## src/design/vmo_pkg.sv

```systemverilog
// ============================================================================
// vmo_pkg: shared constants for the vector magnitude block
// Sample width default, result width, the fixed one-half offset and the saturation limit.
// ============================================================================
`default_nettype none

package vmo_pkg;

    // Default width of one signed Q8.8 component.
    localparam int SAMPLE_WIDTH_DEF = 16;

    // Width of the unsigned Q8.8 magnitude.
    localparam int MAG_WIDTH = 16;

    // One half in Q8.8.
    localparam logic [MAG_WIDTH-1:0] HALF_Q8 = 16'd128;

    // Largest magnitude that the result field can carry.
    localparam logic [MAG_WIDTH-1:0] MAG_MAX = 16'hFFFF;

endpackage : vmo_pkg

`default_nettype wire

```

## src/design/vmo_if.sv

```systemverilog
// ============================================================================
// vmo_in_if / vmo_out_if: item channels of the vector magnitude block
// Valid/ready channels carrying one element pair in and one magnitude out.
// ============================================================================
`default_nettype none

interface vmo_in_if #(
    parameter int SAMPLE_WIDTH = vmo_pkg::SAMPLE_WIDTH_DEF
);
    logic                           valid;
    logic                           ready;
    logic signed [SAMPLE_WIDTH-1:0] x_value;
    logic signed [SAMPLE_WIDTH-1:0] y_value;
    logic                           last_in;

    modport source (output valid, output x_value, output y_value, output last_in,
                    input ready);
    modport sink   (input valid, input x_value, input y_value, input last_in,
                    output ready);
endinterface : vmo_in_if

interface vmo_out_if;
    logic                           valid;
    logic                           ready;
    logic [vmo_pkg::MAG_WIDTH-1:0]  magnitude;
    logic                           last_out;

    modport source (output valid, output magnitude, output last_out, input ready);
    modport sink   (input valid, input magnitude, input last_out, output ready);
endinterface : vmo_out_if

`default_nettype wire

```

## src/design/vector_magnitude_offset.sv

```systemverilog
// ============================================================================
// vector_magnitude_offset: per-element magnitude plus one half
// Streams (x, y) pairs in Q8.8 and returns floor(sqrt(x*x + y*y)) + 0.5.
// ============================================================================
// Usage
//   Items arrive on the pair channel: x_value and y_value are signed Q8.8
//   samples of SAMPLE_WIDTH bits, last_in marks the final element of a
//   vector. Each item yields exactly one result item on the result channel,
//   with magnitude in unsigned Q8.8 and last_out copied from last_in.
//   Both channels move an item at a clock edge where valid and ready are high.
//
//   From acceptance to result valid, three front stages form the square sum,
//   one root cell per root bit settles the square root, and an output
//   register adds one half. Throughput is one item per cycle while the
//   receiver does not stall the result channel.
//
//   Every stage has its own valid bit and takes a new item when it is empty
//   or its item moves on, so a stalled receiver holds the result register
//   while earlier stages keep filling their free slots; pair.ready falls only
//   when the whole chain is full. The block holds no state beyond items in
//   flight. An asynchronous reset empties the pipeline at once.
// ============================================================================
`default_nettype none

module vector_magnitude_offset #(
    parameter int SAMPLE_WIDTH = vmo_pkg::SAMPLE_WIDTH_DEF
) (
    input  wire logic clk,
    input  wire logic rst_n,
    vmo_in_if.sink    pair,
    vmo_out_if.source result
);
    import vmo_pkg::*;

    localparam int ROOT_W = SAMPLE_WIDTH;
    localparam int SUM_W  = 2 * SAMPLE_WIDTH;

    // Links between neighbors in the chain; index k feeds root cell k.
    logic              link_valid [0:ROOT_W];
    logic              link_ready [0:ROOT_W];
    logic [ROOT_W+1:0] link_rem   [0:ROOT_W];
    logic [ROOT_W-1:0] link_root  [0:ROOT_W];
    logic [SUM_W-1:0]  link_rad   [0:ROOT_W];
    logic              link_last  [0:ROOT_W];

    // Square sum of the magnitudes, exact in twice the sample width.
    vmo_front #(
        .SAMPLE_WIDTH (SAMPLE_WIDTH)
    ) u_front (
        .clk        (clk),
        .rst_n      (rst_n),
        .pair       (pair),
        .down_valid (link_valid[0]),
        .down_ready (link_ready[0]),
        .sum        (link_rad[0]),
        .last       (link_last[0])
    );

    // The first cell starts with an empty remainder and root.
    assign link_rem[0]  = '0;
    assign link_root[0] = '0;

    // One cell for each root bit, most significant first.
    for (genvar k = 0; k < ROOT_W; k++)
    begin : g_cell
        vmo_root_cell #(
            .ROOT_W (ROOT_W),
            .SUM_W  (SUM_W)
        ) u_cell (
            .clk        (clk),
            .rst_n      (rst_n),
            .up_valid   (link_valid[k]),
            .up_ready   (link_ready[k]),
            .rem_in     (link_rem[k]),
            .root_in    (link_root[k]),
            .rad_in     (link_rad[k]),
            .last_in    (link_last[k]),
            .down_valid (link_valid[k+1]),
            .down_ready (link_ready[k+1]),
            .rem_out    (link_rem[k+1]),
            .root_out   (link_root[k+1]),
            .rad_out    (link_rad[k+1]),
            .last_out   (link_last[k+1])
        );
    end

    // Add one half, saturate to the result width and hold for the receiver.
    vmo_back #(
        .ROOT_W (ROOT_W)
    ) u_back (
        .clk      (clk),
        .rst_n    (rst_n),
        .up_valid (link_valid[ROOT_W]),
        .up_ready (link_ready[ROOT_W]),
        .root     (link_root[ROOT_W]),
        .last     (link_last[ROOT_W]),
        .result   (result)
    );

endmodule : vector_magnitude_offset

`default_nettype wire

```

## src/design/vmo_front.sv

```systemverilog
// ============================================================================
// vmo_front: absolute value, squaring and square sum
// Three registered stages that turn an element pair into its exact square sum.
// ============================================================================
`default_nettype none

module vmo_front #(
    parameter int SAMPLE_WIDTH = vmo_pkg::SAMPLE_WIDTH_DEF
) (
    input  wire logic                      clk,
    input  wire logic                      rst_n,
    vmo_in_if.sink                         pair,
    output logic                           down_valid,
    input  wire logic                      down_ready,
    output logic [2*SAMPLE_WIDTH-1:0]      sum,
    output logic                           last
);
    localparam int W = SAMPLE_WIDTH;

    // Stage 1: magnitudes of both components.
    logic           abs_valid_reg;
    logic [W-1:0]   abs_x_reg, abs_y_reg, abs_x_next, abs_y_next;
    logic           abs_last_reg;
    logic           abs_ready;

    // Stage 2: squares.
    logic           sq_valid_reg;
    logic [2*W-1:0] sq_x_reg, sq_y_reg;
    logic           sq_last_reg;
    logic           sq_ready;

    // Stage 3: square sum.
    logic           sum_valid_reg;
    logic [2*W-1:0] sum_reg;
    logic           sum_last_reg;

    // A stage takes a new item when it is empty or its item moves on.
    assign abs_ready  = !sq_valid_reg || sq_ready;
    assign sq_ready   = !sum_valid_reg || down_ready;
    assign pair.ready = !abs_valid_reg || abs_ready;

    // The most negative value negates to itself, which as unsigned is its magnitude.
    always_comb
    begin
        abs_x_next = pair.x_value[W-1] ? (~pair.x_value + 1'b1) : pair.x_value;
        abs_y_next = pair.y_value[W-1] ? (~pair.y_value + 1'b1) : pair.y_value;
    end

    always_ff @(posedge clk or negedge rst_n)
    begin
        if (!rst_n)
        begin
            abs_valid_reg <= 1'b0;
            sq_valid_reg  <= 1'b0;
            sum_valid_reg <= 1'b0;
        end
        else
        begin
            if (pair.ready)
                abs_valid_reg <= pair.valid;
            if (abs_ready)
                sq_valid_reg <= abs_valid_reg;
            if (sq_ready)
                sum_valid_reg <= sq_valid_reg;
        end
    end

    always_ff @(posedge clk)
    begin
        if (pair.ready && pair.valid)
        begin
            abs_x_reg    <= abs_x_next;
            abs_y_reg    <= abs_y_next;
            abs_last_reg <= pair.last_in;
        end
        if (abs_ready && abs_valid_reg)
        begin
            sq_x_reg    <= abs_x_reg * abs_x_reg;
            sq_y_reg    <= abs_y_reg * abs_y_reg;
            sq_last_reg <= abs_last_reg;
        end
        if (sq_ready && sq_valid_reg)
        begin
            sum_reg      <= sq_x_reg + sq_y_reg;
            sum_last_reg <= sq_last_reg;
        end
    end

    assign down_valid = sum_valid_reg;
    assign sum        = sum_reg;
    assign last       = sum_last_reg;

endmodule : vmo_front

`default_nettype wire

```

## src/design/vmo_root_cell.sv

```systemverilog
// ============================================================================
// vmo_root_cell: one digit of the integer square root
// Takes the next two radicand bits and settles one root bit per item.
// ============================================================================
`default_nettype none

module vmo_root_cell #(
    parameter int ROOT_W = vmo_pkg::SAMPLE_WIDTH_DEF,
    parameter int SUM_W  = 2 * vmo_pkg::SAMPLE_WIDTH_DEF
) (
    input  wire logic                clk,
    input  wire logic                rst_n,
    input  wire logic                up_valid,
    output logic                     up_ready,
    input  wire logic [ROOT_W+1:0]   rem_in,
    input  wire logic [ROOT_W-1:0]   root_in,
    input  wire logic [SUM_W-1:0]    rad_in,
    input  wire logic                last_in,
    output logic                     down_valid,
    input  wire logic                down_ready,
    output logic [ROOT_W+1:0]        rem_out,
    output logic [ROOT_W-1:0]        root_out,
    output logic [SUM_W-1:0]         rad_out,
    output logic                     last_out
);
    logic                valid_reg;
    logic [ROOT_W+1:0]   rem_reg, rem_next;
    logic [ROOT_W-1:0]   root_reg, root_next;
    logic [SUM_W-1:0]    rad_reg;
    logic                last_reg;
    logic [ROOT_W+3:0]   shifted;
    logic [ROOT_W+3:0]   trial;
    logic [ROOT_W+3:0]   diff;

    assign up_ready = !valid_reg || down_ready;

    // Bring down two radicand bits and try the root with a one appended.
    always_comb
    begin
        shifted = {rem_in, rad_in[SUM_W-1 -: 2]};
        trial   = {2'b00, root_in, 2'b01};
        diff    = shifted - trial;
        if (shifted >= trial)
        begin
            rem_next  = diff[ROOT_W+1:0];
            root_next = {root_in[ROOT_W-2:0], 1'b1};
        end
        else
        begin
            rem_next  = shifted[ROOT_W+1:0];
            root_next = {root_in[ROOT_W-2:0], 1'b0};
        end
    end

    always_ff @(posedge clk or negedge rst_n)
    begin
        if (!rst_n)
            valid_reg <= 1'b0;
        else if (up_ready)
            valid_reg <= up_valid;
    end

    always_ff @(posedge clk)
    begin
        if (up_ready && up_valid)
        begin
            rem_reg  <= rem_next;
            root_reg <= root_next;
            rad_reg  <= {rad_in[SUM_W-3:0], 2'b00};
            last_reg <= last_in;
        end
    end

    assign down_valid = valid_reg;
    assign rem_out    = rem_reg;
    assign root_out   = root_reg;
    assign rad_out    = rad_reg;
    assign last_out   = last_reg;

endmodule : vmo_root_cell

`default_nettype wire

```

## src/design/vmo_back.sv

```systemverilog
// ============================================================================
// vmo_back: offset, saturation and output register
// Adds one half to the root and holds the result item for the receiver.
// ============================================================================
`default_nettype none

module vmo_back #(
    parameter int ROOT_W = vmo_pkg::SAMPLE_WIDTH_DEF
) (
    input  wire logic               clk,
    input  wire logic               rst_n,
    input  wire logic               up_valid,
    output logic                    up_ready,
    input  wire logic [ROOT_W-1:0]  root,
    input  wire logic               last,
    vmo_out_if.source               result
);
    import vmo_pkg::*;

    localparam int MW = ((ROOT_W > MAG_WIDTH) ? ROOT_W : MAG_WIDTH) + 1;

    logic                 valid_reg;
    logic [MAG_WIDTH-1:0] mag_reg, mag_next;
    logic                 last_reg;
    logic [MW-1:0]        total;

    assign up_ready = !valid_reg || result.ready;

    always_comb
    begin
        total = MW'(root) + MW'(HALF_Q8);
        if (total[MW-1:MAG_WIDTH] != '0)
            mag_next = MAG_MAX;
        else
            mag_next = total[MAG_WIDTH-1:0];
    end

    always_ff @(posedge clk or negedge rst_n)
    begin
        if (!rst_n)
            valid_reg <= 1'b0;
        else if (up_ready)
            valid_reg <= up_valid;
    end

    always_ff @(posedge clk)
    begin
        if (up_ready && up_valid)
        begin
            mag_reg  <= mag_next;
            last_reg <= last;
        end
    end

    assign result.valid     = valid_reg;
    assign result.magnitude = mag_reg;
    assign result.last_out  = last_reg;

endmodule : vmo_back

`default_nettype wire

```

## src/flat_wrapper.sv

```systemverilog
// flat-port wrapper written by rule: the top's interface ports become plain ports
module vector_magnitude_offset_flat import vmo_pkg::*;
#(
    parameter int SAMPLE_WIDTH = vmo_pkg::SAMPLE_WIDTH_DEF
)
  (clk, rst_n, pair_valid, pair_x_value, pair_y_value, pair_last_in, pair_ready, result_valid, result_magnitude, result_last_out, result_ready);
  vmo_in_if #(.SAMPLE_WIDTH(SAMPLE_WIDTH)) pair_i ();
  vmo_out_if result_i ();
  input  wire logic clk;
  input  wire logic rst_n;
  input wire logic [$bits(pair_i.valid)-1:0] pair_valid;
  input wire logic [$bits(pair_i.x_value)-1:0] pair_x_value;
  input wire logic [$bits(pair_i.y_value)-1:0] pair_y_value;
  input wire logic [$bits(pair_i.last_in)-1:0] pair_last_in;
  output wire logic [$bits(pair_i.ready)-1:0] pair_ready;
  output wire logic [$bits(result_i.valid)-1:0] result_valid;
  output wire logic [$bits(result_i.magnitude)-1:0] result_magnitude;
  output wire logic [$bits(result_i.last_out)-1:0] result_last_out;
  input wire logic [$bits(result_i.ready)-1:0] result_ready;
  assign pair_i.valid = pair_valid;
  assign pair_i.x_value = pair_x_value;
  assign pair_i.y_value = pair_y_value;
  assign pair_i.last_in = pair_last_in;
  assign pair_ready = pair_i.ready;
  assign result_valid = result_i.valid;
  assign result_magnitude = result_i.magnitude;
  assign result_last_out = result_i.last_out;
  assign result_i.ready = result_ready;
  vector_magnitude_offset #(.SAMPLE_WIDTH(SAMPLE_WIDTH)) u_core (.clk(clk), .rst_n(rst_n), .pair(pair_i), .result(result_i));
endmodule
```

## config.mk

```make
export PLATFORM = sky130hd
export DESIGN_NAME = vector_magnitude_offset_flat
export DESIGN_NICKNAME = d
export VERILOG_FILES = /design/src/design/vmo_pkg.sv /design/src/design/vmo_if.sv /design/src/design/vector_magnitude_offset.sv /design/src/design/vmo_front.sv /design/src/design/vmo_root_cell.sv /design/src/design/vmo_back.sv /design/src/flat_wrapper.sv
export SDC_FILE = /design/constraint.sdc
export NUM_CORES = 2
export LEC_CHECK = 0
export ABC_AREA = 0
export BUFFER_PORTS_ARGS = -buffer_cell sky130_fd_sc_hd__buf_2
export CAP_MARGIN = 10
export CORE_UTILIZATION = 51
export CTS_BUF_LIST = sky130_fd_sc_hd__clkbuf_2
export DETAILED_ROUTE_END_ITERATION = 10
export HOLD_SLACK_MARGIN = 0.06
export PLACE_DENSITY = 0.64
export SLEW_MARGIN = 20
export SYNTH_ARGS = -nofsm -noshare
export SYNTH_HDL_FRONTEND = slang
export SYNTH_SLANG_ARGS = --single-unit
```

## constraint.sdc

```tcl
create_clock -name clk -period 13.4 [get_ports clk]
set_input_delay 2.01 -clock clk [delete_from_list [all_inputs] [get_ports clk]]
set_output_delay 2.01 -clock clk [all_outputs]
set_load 0.02 [all_outputs]
```

Word-level counts from Yosys, hierarchy flattened
Index checks and enable logic that the tools add are counted.
{"block": "totals", "reg_bits": 815, "latch_bits": 0, "mem_bits_rw": 0, "rom_bits": 0, "input_bits": 37, "out_inout_bits": 19, "word_cells": 227, "mem_count": 0}
{"block": "classes", "add_sub_neg": 19, "multipliers": 2, "div": 0, "magnitude_cmp": 16, "eq_ne": 0, "n_shift": 0, "mux": 33, "bitwise": 2, "n_reduce_logical": 60}
{"op": "two-way mux 18 bit", "n": 14}
{"op": "multiplier 16 x 16 -> 32 bit", "n": 2}
{"op": "adder 16 x 1 -> 16 bit, second input constant", "n": 2}
{"op": "adder 32 bit", "n": 1}
{"op": "inverter 16 bit", "n": 2}
{"op": "two-way mux 15 bit", "n": 2}
{"op": "greater-or-equal comparator 20 x 10 -> 1 bit", "n": 1}
{"op": "greater-or-equal comparator 20 x 11 -> 1 bit", "n": 1}
{"op": "greater-or-equal comparator 20 x 12 -> 1 bit", "n": 1}
{"op": "greater-or-equal comparator 20 x 13 -> 1 bit", "n": 1}
{"op": "greater-or-equal comparator 20 x 14 -> 1 bit", "n": 1}
{"op": "greater-or-equal comparator 20 x 15 -> 1 bit", "n": 1}
{"op": "greater-or-equal comparator 20 x 16 -> 1 bit", "n": 1}
{"op": "greater-or-equal comparator 20 x 17 -> 1 bit", "n": 1}
{"op": "greater-or-equal comparator 20 x 3 -> 1 bit", "n": 1}
{"op": "greater-or-equal comparator 20 x 4 -> 1 bit", "n": 1}
{"op": "greater-or-equal comparator 20 x 5 -> 1 bit", "n": 1}
{"op": "greater-or-equal comparator 20 x 6 -> 1 bit", "n": 1}
{"op": "greater-or-equal comparator 20 x 7 -> 1 bit", "n": 1}
{"op": "greater-or-equal comparator 20 x 8 -> 1 bit", "n": 1}
{"op": "greater-or-equal comparator 20 x 9 -> 1 bit", "n": 1}
{"op": "logical AND 1 bit", "n": 20}
{"op": "logical NOT 1 bit", "n": 20}
{"op": "logical OR 1 bit", "n": 20}
{"op": "other kinds (19)", "n": 34}

Depth between registers and ports, before layout
{"block": "depth", "depth_word": 22, "mapped_depth": 27, "mapped_depth_nobuf": 26}

By module
Synthesis repeated with hierarchy kept, for this count alone.
{"block": "unflattened", "cells_unflattened": 6089, "hier_area_um2": 73199.0}
{"mod": "vmo_root_cell (u_core.g_cell[14].u_cell ...)", "n_inst": 11, "cells_each": 243, "area_each_um2": 3210.6, "seq_area_each_um2": 1976.9}
{"mod": "vmo_front", "n_inst": 1, "cells_each": 2181, "area_each_um2": 20998.9, "seq_area_each_um2": 3948.8}
{"mod": "vmo_root_cell (u_core.g_cell[0].u_cell ...)", "n_inst": 5, "cells_each": 235, "area_each_um2": 3211.8, "seq_area_each_um2": 1976.9}
{"mod": "vmo_back", "n_inst": 1, "cells_each": 59, "area_each_um2": 820.8, "seq_area_each_um2": 535.5}
{"mod": "vector_magnitude_offset", "n_inst": 1, "cells_each": 1, "area_each_um2": 3.8, "seq_area_each_um2": 0.0}

Worst setup path after synthesis
Ideal clock, no wire load.
{"block": "synth_path", "path_kind": "register to register", "startpoint": "register u_core.u_front.abs_x_reg[4]", "endpoint": "register u_core.u_front.sq_x_reg[31], data pin", "setup_time_ns": 0.258, "arrival_ns": 6.271, "required_ns": 13.142, "setup_slack_ns": 6.871, "path_stages_with_launch": 24, "n_path_buf": 2, "synth_period_minus_slack_ns": 6.529, "cell_sequence": "edfxtp_1 > clkbuf_1 > clkbuf_1 > nand2_1 > fa_1 > inv_1 > fa_1 > fa_1 > fa_1 > fa_1 > inv_1 > fa_1 > inv_1 > ha_1 > nor2b_1 > a2111oi_0 > o22ai_1 > nand3_1 > nand3_1 > nand2_1 > a21oi_1 > a41o_1 > o41a_1 > xnor2_1"}
{"block": "synth_via", "elab_chain_len": 1}
{"item": "start, declared", "line_no": "vmo_front.sv:22", "rtl": "logic [W-1:0] abs_x_reg, abs_y_reg, abs_x_next, abs_y_next;"}
{"item": "start signal, assigned", "line_no": "vmo_front.sv:72", "rtl": "abs_x_reg <= abs_x_next;"}
{"item": "multiplier 16 x 16 -> 32 bit", "line_no": "vmo_front.sv:78", "rtl": "sq_x_reg <= abs_x_reg * abs_x_reg;"}
{"item": "end signal, assigned", "line_no": "vmo_front.sv:78"}
{"item": "end, declared", "line_no": "vmo_front.sv:28", "rtl": "logic [2*W-1:0] sq_x_reg, sq_y_reg;"}
Every way passes these cells.
A chain may end at the register's enable or synchronous reset.

Worst setup path in the final report
{"block": "layout_path", "startpoint": "input result_ready", "endpoint": "output pair_ready"}
{"block": "layout_via", "elab_chain_len": 20}
{"item": "start, declared", "line_no": "flat_wrapper.sv:19", "rtl": "input wire logic [$bits(result_i.ready)-1:0] result_ready;"}
{"item": "logical OR 1 bit", "line_no": "vmo_back.sv:27", "rtl": "assign up_ready = !valid_reg || result.ready;"}
{"item": "logical OR 1 bit (16 in series)", "line_no": "vmo_root_cell.sv:35", "rtl": "assign up_ready = !valid_reg || down_ready;"}
{"item": "logical OR 1 bit", "line_no": "vmo_front.sv:39", "rtl": "assign sq_ready = !sum_valid_reg || down_ready;"}
{"item": "logical OR 1 bit", "line_no": "vmo_front.sv:38", "rtl": "assign abs_ready = !sq_valid_reg || sq_ready;"}
{"item": "logical OR 1 bit", "line_no": "vmo_front.sv:40", "rtl": "assign pair.ready = !abs_valid_reg || abs_ready;"}
{"item": "end, declared", "line_no": "flat_wrapper.sv:15", "rtl": "output wire logic [$bits(pair_i.ready)-1:0] pair_ready;"}
Every way passes these cells.

==> results.txt <==
status = finished, violations left
failing checks = design-rule violations
R2R depth = 23
post-place instance area = 51,800 µm²
Worst Hold End = u_core.g_cell[4].u_cell.rad_out[13]$_DFFE_PP_
post-synthesis mux area share = 0.335%
Max Root-Sink Buffers = 3
routed wire length = 92.2 mm
Worst EP arrival = 5020 ps
hold path cells = 0
f_max = 142 MHz
ranking of synthesized cells by area = edfxtp_1 (47%), fa_1 (13%), ha_1 (9.6%)
Synth Register Bits = 801
Max Cap Viol = 0
Post-synth ARST share = 2.50%
area of the multi-input gates = 23,200 µm²
total core area = 97,000 µm²
Clock Latency Late Sink = 1520 ps
fillcell total = 8,450
vias in the first global route = 31,949
DRC errors left = 2
clock transition at the registers of the reported paths = 110 ps
number of flops mapped to enable cells by yosys = 781
Final min period = 7030 ps
post-synth top area cell = edfxtp_1
Crit. End Element = primary output
CTS Hold Buffers Added = 0
largest family of logic cells by synthesized area = adder cells
via count = 30,091
CTS Sinks = 801
die extent in y = 315 µm
Syn Inst Count = 4,252
CP Launch Type = input pin
postcts setup bufs = 0
Post-CTS Resized = 0
first-pass GRT wire length = 154 mm
Compound-Gate Fraction of Synth Area = 7.70%
Setup violations, final = 0
Post-Synth XOR/XNOR Area = 4.91%
fraction of the yosys area taken by sequential cells = 47.8%
post-route cell area = 53,800 µm²
DP HPWL = 70.7 mm
clock root buffer master = clkbuf_2
hold crit path type = register to register
Initial Util = 51.6%
simple-gate share of the synthesized area = 10.4%
Syn Std Cell Area = 50,100 µm²
min-delay src = u_core.g_cell[3].u_cell.rad_out[11]$_DFFE_PP_
Slew @ Worst Pin = 992 ps
Net Count, Synth = 5,001
Distinct cells, synth = 84
number of CTS-inserted buffers = 197
reg2reg end = u_core.u_front.sq_x_reg[31]$_DFFE_PP_
Synth Warn # = 0
Final Cycle Share = 52.4%
fraction of the mapped netlist area in adder cells = 22.7%
row count = 114
antenna violations before repair = 3
r2r setup slk = 6380 ps
DRT Pass-1 Iters = 10
synthesis-to-finish area growth = 7.36%
largest net degree at the start of global routing = 64
syn avg cell area = 11.8 µm²
critical path peak fanout = 6
Synth top area share = 46.8%
TNS Setup = 0 ps
Port Buffers = 55
ANT nets after route = 0
drt wl/cell = 15.7 µm
final hold vios = 0
Worst Path Required = 11,390 ps
die width = 315 µm
die area = 99,500 µm²
Register Area = 24,000 µm²
max_slew headroom = 33.8%
GR Util All Layers = 19.4%
Ports = 56
worst r2r src = u_core.u_front.abs_x_reg[4]$_DFFE_PP_
nets@finish = 5,197
final non-filler cell total = 5,886
dpl cells = 5,523
CTS tree = done
fin. max-slew vios = 0
share of layout cells above drive strength 1 = 10.2%
Via density = 5.11
Congestion Overflow GR = 0
dominant synthesized flop cell = edfxtp_1
Setup Skew = 167 ps
RSZ-0062 raised after global routing = false
# H-tree levels = 4
max FFs per register = 243
RD Place Congestion = 0.857
CP Class = input pin to primary output
DR iter-0 viols = 1,325
[per-stage QoR]
stage / util [%] / hold WS, ps / worst slack (ps)
after floorplan: - / 400 / 6870
after global placement: 53.4 / 400 / 6390
after detailed placement: 53.4 / 405 / 6420
after CTS: 55.4 / 254 / 6360
after global routing: 55.4 / 302 / 6070
final: 55.4 / 326 / 6370
[logic make-up after synthesis]
family,count (synthesis)
AND/OR/NAND/NOR,1046
buffers and inverters,804
flip-flops,801
adder cells (fa/ha/maj),712
AO/OA/AOI/OAI,592
XOR/XNOR,281
multiplexers,15
other,1
[routing by layer]
metal	GRT usage (%)	wire length (µm)	share of wire, %	vias up
met5	0	0	0	-
met4	8.09	2870	3.1	0
met3	3.36	2860	3.1	179
met2	36.0	49300	53	475
met1	21.7	37200	40	14462
li1	-	-	-	14975
[cell type report]
cell class,instances,area share [%]
clock inverters,77,0.880
clock buffers,279,2.60
flip-flops and latches,801,44.5
diodes,5,0.0233
repair buffers,74,0.824
well taps,1276,2.97
inverters,727,5.08
multi-input cells,2647,43.1
[worst max path at each step]
stage	startpoint	to	slack, ps	depth (start not counted)
floorplan	u_core.u_front.abs_x_reg[4]$_DFFE_PP_	u_core.u_front.sq_x_reg[31]$_DFFE_PP_	6870	23
global placement	result_ready	pair_ready	6390	11
detailed placement	result_ready	pair_ready	6420	11
CTS	result_ready	pair_ready	6360	11
global route	u_core.u_front.abs_x_reg[4]$_DFFE_PP_	u_core.u_front.sq_x_reg[31]$_DFFE_PP_	6070	23
finish	result_ready	pair_ready	6370	11
[cells in the mapped netlist, drive strengths merged (12+ instances only)]
master,instances
and3,19
a21boi,22
a21o,61
inv,727
nor2b,53
o31ai,41
nand2,319
nand2b,63
nor4,27
or2,24
edfxtp,781
o21a,62
and2,117
xor2,101
o21bai,12
or3,22
nand4,27
dfrtp,20
fa,328
a21oi,147
a31o,12
nor2,203
buf,21
ha,384
nand3,47
xnor2,180
nor3,84
clkbuf,56
o21ai,157
a211oi,15
or4,12
[critical path: stages]
cell and delay, ps:
buf_2 110, nand4b_1 350, inv_1 160, and3_1 360, nand2_1 140, nor3_1 400, and3_1 330, and2_1 180
and4_1 430, nand4_1 290, buf_2 250
[layout by cell type, fill, tap and decap left out, types with 111 or more instances in the layout]
master      n
edfxtp_1  781
inv_1     727
ha_1      384
fa_1      328
nand2_1   319
clkbuf_2  279
nor2_1    200
xnor2_1   180
a21oi_1   143
o21ai_0   124
and2_1    111
Power is left out: the tool's default activity adds up to more than one toggle a clock period on the data nets, which glitch-free logic cannot reach.
